**config.mk**
```make
export PLATFORM = sky130hd
export DESIGN_NAME = acpu_ctrl
export DESIGN_NICKNAME = d
export VERILOG_FILES = /design/src/sv/acpu_pkg.sv /design/src/sv/acpu_ctrl.sv
export SDC_FILE = /design/constraint.sdc
export NUM_CORES = 1
export LEC_CHECK = 0
export ABC_CLOCK_PERIOD_IN_PS = 1900
export BUFFER_PORTS_ARGS = -buffer_cell sky130_fd_sc_hd__buf_2
export CAP_MARGIN = 20
export CORE_AREA = 2 2 39 41
export CTS_CLUSTER_DIAMETER = 40
export DETAILED_ROUTE_END_ITERATION = 10
export DIE_AREA = 0 0 41 43
export GPL_ROUTABILITY_DRIVEN = 1
export PLACE_DENSITY = 0.42
export SYNTH_ARGS = -nofsm -noshare
export SYNTH_HDL_FRONTEND = slang
export SYNTH_SLANG_ARGS = --single-unit
```
**constraint.sdc**
```tcl
create_clock -name clk -period 1.9 [get_ports clk]
set_input_delay 0.285 -clock clk [delete_from_list [all_inputs] [get_ports clk]]
set_output_delay 0.285 -clock clk [all_outputs]
set_load 0.01 [all_outputs]
```
**src/sv/acpu_pkg.sv**
```systemverilog
// Package for the accumulator CPU execute unit.
// Holds widths, command codes and the controller/datapath command bundle; no dependencies.
package acpu_pkg;

  localparam int WORD_W  = 32;
  localparam int ADDR_W  = 10;
  localparam int MEM_DEPTH = 1024;
  localparam int CMD_W   = 5;
  localparam int CNT_W   = 6;

  typedef enum logic [CMD_W-1:0] {
    CMD_NOP     = 5'd0,
    CMD_AC_MQ   = 5'd1,
    CMD_MQ_M    = 5'd2,
    CMD_M_AC    = 5'd3,
    CMD_AC_M    = 5'd4,
    CMD_NEG     = 5'd5,
    CMD_ABS     = 5'd6,
    CMD_NABS    = 5'd7,
    CMD_JUMP    = 5'd8,
    CMD_JUMPP   = 5'd9,
    CMD_ADD     = 5'd10,
    CMD_ADDA    = 5'd11,
    CMD_SUB     = 5'd12,
    CMD_SUBA    = 5'd13,
    CMD_MUL     = 5'd14,
    CMD_DIV     = 5'd15,
    CMD_PRELOAD = 5'd16,
    CMD_SETPC   = 5'd17
  } cmd_t;

  // controller -> datapath
  typedef struct packed {
    logic latch;     // capture request, start memory read
    logic clr_mem;   // write zero at clear address
    logic exec;      // execute simple command / start iterate
    logic step;      // one mul/div iteration
    logic finish;    // commit mul/div
  } dp_ctrl_t;

  // datapath -> controller
  typedef struct packed {
    logic iter_cmd;  // mul or div with nonzero divisor
    logic iter_last; // final iteration
    logic clr_last;  // last clear address
  } dp_stat_t;

endpackage

```
**src/sv/acpu_ctrl.sv**
```systemverilog
// Controller FSM: memory clear after reset, request sequencing, output handshake.
// Depends on acpu_pkg.
module acpu_ctrl (
  input  logic               clk,
  input  logic               rst_n,
  input  logic               in_valid,
  output logic               in_ready,
  output logic               out_valid,
  input  logic               out_ready,
  output acpu_pkg::dp_ctrl_t ctrl,
  input  acpu_pkg::dp_stat_t stat
);
  import acpu_pkg::*;

  typedef enum logic [2:0] {S_CLEAR, S_IDLE, S_READ, S_ITER, S_FIN, S_OUT} state_t;
  state_t state_r;
  logic   out_valid_r;

  assign in_ready  = (state_r == S_IDLE);
  assign out_valid = out_valid_r;

  always_comb begin
    ctrl = '0;
    ctrl.clr_mem = (state_r == S_CLEAR);
    ctrl.latch   = in_valid && in_ready;
    ctrl.exec    = (state_r == S_READ);
    ctrl.step    = (state_r == S_ITER);
    ctrl.finish  = (state_r == S_FIN);
  end

  always_ff @(posedge clk) begin
    if (!rst_n) begin
      state_r     <= S_CLEAR;
      out_valid_r <= 1'b0;
    end else begin
      unique case (state_r)
        S_CLEAR: if (stat.clr_last) state_r <= S_IDLE;
        S_IDLE:  if (in_valid) state_r <= S_READ;
        S_READ: begin
          if (stat.iter_cmd) state_r <= S_ITER;
          else begin
            state_r     <= S_OUT;
            out_valid_r <= 1'b1;
          end
        end
        S_ITER:  if (stat.iter_last) state_r <= S_FIN;
        S_FIN: begin
          state_r     <= S_OUT;
          out_valid_r <= 1'b1;
        end
        S_OUT: if (out_ready) begin
          state_r     <= S_IDLE;
          out_valid_r <= 1'b0;
        end
        default: state_r <= S_IDLE;
      endcase
    end
  end

endmodule

```
Word-level counts from Yosys, hierarchy flattened
Cells that the tools add are included.

Register bits after elaboration: 4. Bits of input ports: 7. Output and inout bits: 7.

Equality and inequality tests: 10. Muxes and demuxes: 9. Reductions and logical operators: 5.

Operators by type and width (number): $pmux 3 s6 (1); $mux 3 (5); $eq 3x2->1 const B (2); $eq 3x3->1 const B (2); $ne 2x2->1 const B (3); $ne 2x1->1 const B (2); $reduce_and 4->1 (1); $eq 3x1->1 const B (1); $logic_not 3->1 (1); $pmux 1 s3 (1); $reduce_and 3->1 (1); $reduce_bool 3->1 (1); $mux 1 (2); $logic_and 1x1->1 (1).

Depth between registers and ports, before layout
Word-level depth: 3. Mapped depth: 4. Mapped depth without buffers: 3.

Worst setup path after synthesis
Ideal clock, no wire load.

Path kind: register to output. From: register state_r[1]. To: output port ctrl[4] in the netlist's numbering. Arrival: 1.011 ns. Required time: 1.615 ns. Path slack: 0.604 ns. Cell stages (with the launch flop): 4. Buffers on the path: 1. Cell sequence: dfxtp_1 > buf_6 > nor3b_1 > and2_1.

RTL lines: start: declaration (line acpu_ctrl.sv:16) `state_t state_r;`; start signal: assignment (line acpu_ctrl.sv:33) `state_r <= S_CLEAR;`; start signal: assignment (line acpu_ctrl.sv:37) `S_CLEAR: if (stat.clr_last) state_r <= S_IDLE;`; start signal: assignment (line acpu_ctrl.sv:38) `S_IDLE: if (in_valid) state_r <= S_READ;`; end: declaration (line acpu_ctrl.sv:10) `output acpu_pkg::dp_ctrl_t ctrl,`.

==> summary.md <==
| Metric | Value |
|---|---|
| Layout cell share with drive strength beyond 1 | approximately two fifths |
| Number of global-route vias before repair | between 200 and 300 |
| Final Hold Vio Count | 0 |
| Number of buffers inserted during clock tree synthesis | 3 |
| Int Pwr | between 150 and 200 uW |
| Cell type with the largest total area after synthesis | dfxtp_1 |
| Cells after Synth | 35 |
| Routed wire per std cell | 10.0 um |
| Number of resized instances in the post-cts repair step | 0 |
| Area growth from synthesis to layout | 25.7% |
| Classification of the worst-slack hold path | input port to flop |
| Placement row count | 14 |
| Root buffer selected by CTS | clkbuf_4 |
| Layout net count | 57 |
| Pin count of the biggest net entering global routing | 15 |
| Initial antenna violation count | 0 |
| Element type at the critical path start | flop |
| Post-route clock skew | 2.93 ps |
| Design Power | 263 uW |
| Setup Slack @ Placement | between 500 and 600 ps |
| Residual DRC | 0 |
| Slew margin rel. | around 71% |
| Final RePlAce weighted congestion | roughly 0.65 |
| Later-pin clock latency in the skew report | around 230 ps |
| Most common library cells after synthesis | a21oi_1 (4), dfxtp_1 (4), nand2b_1 (3) |
| Cells taking the most area after synthesis | dfxtp_1 (27%), buf_6 (7.5%), a21oi_1 (6.6%) |
| Total vias in the final route | 284 |
| Final HPWL from detailed placement | between 400 and 500 um |
| Kind of critical path | flop to output port |
| Nets in the synthesized netlist | 42 |
| Leftover overflow at the end of global routing | 0 |
| # Post-CTS Setup Buffers | 0 |
| First-pass iteration count of the detailed router | 2 |
| Period utilization | about 86% |
| Diode insertion count for antenna repair | 0 |
| IO Count | 14 |
| Number of H-tree branching levels | 1 |
| Final Worst Setup Slack | roughly 280 ps |
| Critical Path AT | approximately 1300 ps |
| Data required, critical path | approximately 1600 ps |
| TritonCTS sink count | 4 |
| Ratio of total power to cell area | 695 mW/mm2 |
| Number of buffers inserted for hold repair after clock tree synthesis | 0 |
| Starting Density | between 20 and 25% |
| ANT nets after route | 0 |
| Die H | roughly 43 um |
| Final design instance area without fill | approximately 380 um2 |
| Share of power burned in the clock network | 40.0% |
| CTS tree | yes |
| Die area | between 0.0015 and 0.002 mm2 |
| Wire length of the first global-routing pass | about 1100 um |
| Total global routing track utilization | under 10% |
| Final WL | roughly 640 um |
| Avg Synthesized Cell Area | 8.62 um2 |
| Post-placement cell area | between 300 and 400 um2 |
| Yosys synthesis warning count | 0 |
| Result of the run | finished, final reports clean |
| RSZ-0062 raised after global routing | no |
| Part of the power in registers | about two fifths |
| Switch share | 27.3% |
| Post-synth EDFFs | 0 |
| Drt via density | 4.44 |
| Number of distinct library cell variants in the gate-level netlist after synthesis | 23 |
| Net Sw Power | between 70 and 80 uW |
| Peak supply drop | around 0.00028 V |
| Fraction of registers with async set/reset | 0% |
| Leakage power figure | 0.000182 uW |
| Max Buffers Root-to-Sink | 2 |
| Tightest Pin Transition | 435 ps |
| Share of synthesized area occupied by flip-flops and latches | 26.6% |
| Share of power burned in combinational logic | around 20% |
| Area share of the leading cell type in the synthesized netlist | a little over a quarter |
| Synthesized area | just over 300 um2 |
| Die X | around 40 um |
| Largest driver fanout on the critical path | 14 |
| Critical path capture point type | output port |
| Yosys reg bits | 4 |
| Leading register cell type out of synthesis | dfxtp_1 |
| Max-capacitance violation count | 0 |
| Shortest clock period the worst path allows after layout | 1620 ps |
| Total Neg Setup Slack | 0 ps |
| DRC marker count from the first detailed-route iteration | 5 |
| Number of input and output port buffers inserted | 13 |
| Max frequency | ~600 MHz |
| Clock-pin slew on the worst setup and hold paths | ~40 ps |
| Count of pins over their slew limit | 0 |
| Floorplan Core Area | 0.00138 mm2 |
| Total of endpoints with negative setup slack in the final report | 0 |
==> cell usage in the layout, fill, tap and decap left out <==
cell type	instances
a21oi_1	4
a21oi_2	1
and2_1	1
and2b_1	1
and3b_1	1
buf_2	13
clkbuf_4	3
dfxtp_1	4
inv_1	1
mux2_4	1
nand2_1	1
nand2b_1	3
nand3b_1	1
nand4b_1	1
nor2_1	1
nor2b_1	2
nor3_1	2
nor3b_1	1
nor3b_2	1
o21a_1	2
o21ai_0	1
o311a_1	1
or2_2	1
==> worst paths after layout <==
path	startpoint	end	slack [ps]	depth (start not counted)
hold reg to reg	out_valid$_SDFFE_PN0P_	out_valid$_SDFFE_PN0P_	510	1
setup reg to reg	state_r[0]$_SDFFE_PN0P_	out_valid$_SDFFE_PN0P_	650	3
setup / recovery	state_r[0]$_SDFFE_PN0P_	ctrl[4]	280	3
hold / removal	rst_n	state_r[0]$_SDFFE_PN0P_	310	2
==> power by group through the flow <==
stage	clock network, uW	registers, uW	logic, uW
2_1_floorplan	0	96.0	47.2
4_1_cts	113	104	55.0
3_3_place_gp	0	105	55.4
5_1_grt	120	106	60.9
3_5_place_dp	0	105	55.1
6_report	105	104	53.9
==> cell families (layout without fill, tap and decap cells) <==
logic type / count (synthesis) / after routing / synth area share [%]
and+or+nand+nor: 17 / 17 / 37.8
muxes: 1 / 1 / 4.98
DFF: 4 / 4 / 26.6
buffers and inverters: 4 / 17 / 11.2
AOI/OAI and AO/OA: 9 / 9 / 19.5
==> area by class of cell <==
type	instances	area (um2)
fill	165	1000
multi-input combinational	27	188
sequential	4	80.1
timing repair buffer	13	65.1
clock buffer	3	22.5
tap	16	20.0
inverter	1	3.75
==> layer usage <==
layer  up-vias  GRT usage [%]  part of all wire, %  routed length [um]
met5         -              0                    0                   0
met4         0           8.00                    0                   0
met3         0           4.71                  5.0                  32
met2         7           13.1                   49                 316
met1       127           11.5                   46                 294
li1        150              -                    -                   -
==> metrics by stage <==
step                      hold slack, ps  cells  utilization [%]
after floorplan                      402     35                -
after global placement               503     61             25.8
after detailed placement             509     61             25.8
after CTS                            302     64             27.4
after global routing                 316     64             27.4
final                                311     64             27.4
==> worst max-delay path: stages (launching register included) <==
cell	delay, ps
dfxtp_1	580
nor3b_1	260
and2_1	140
buf_2	120
==> state kept, by name, indices dropped and copies added (netlist names) <==
signal / cells
out_valid: 1
state_r: 3
Power figures use the tool's default switching activity.
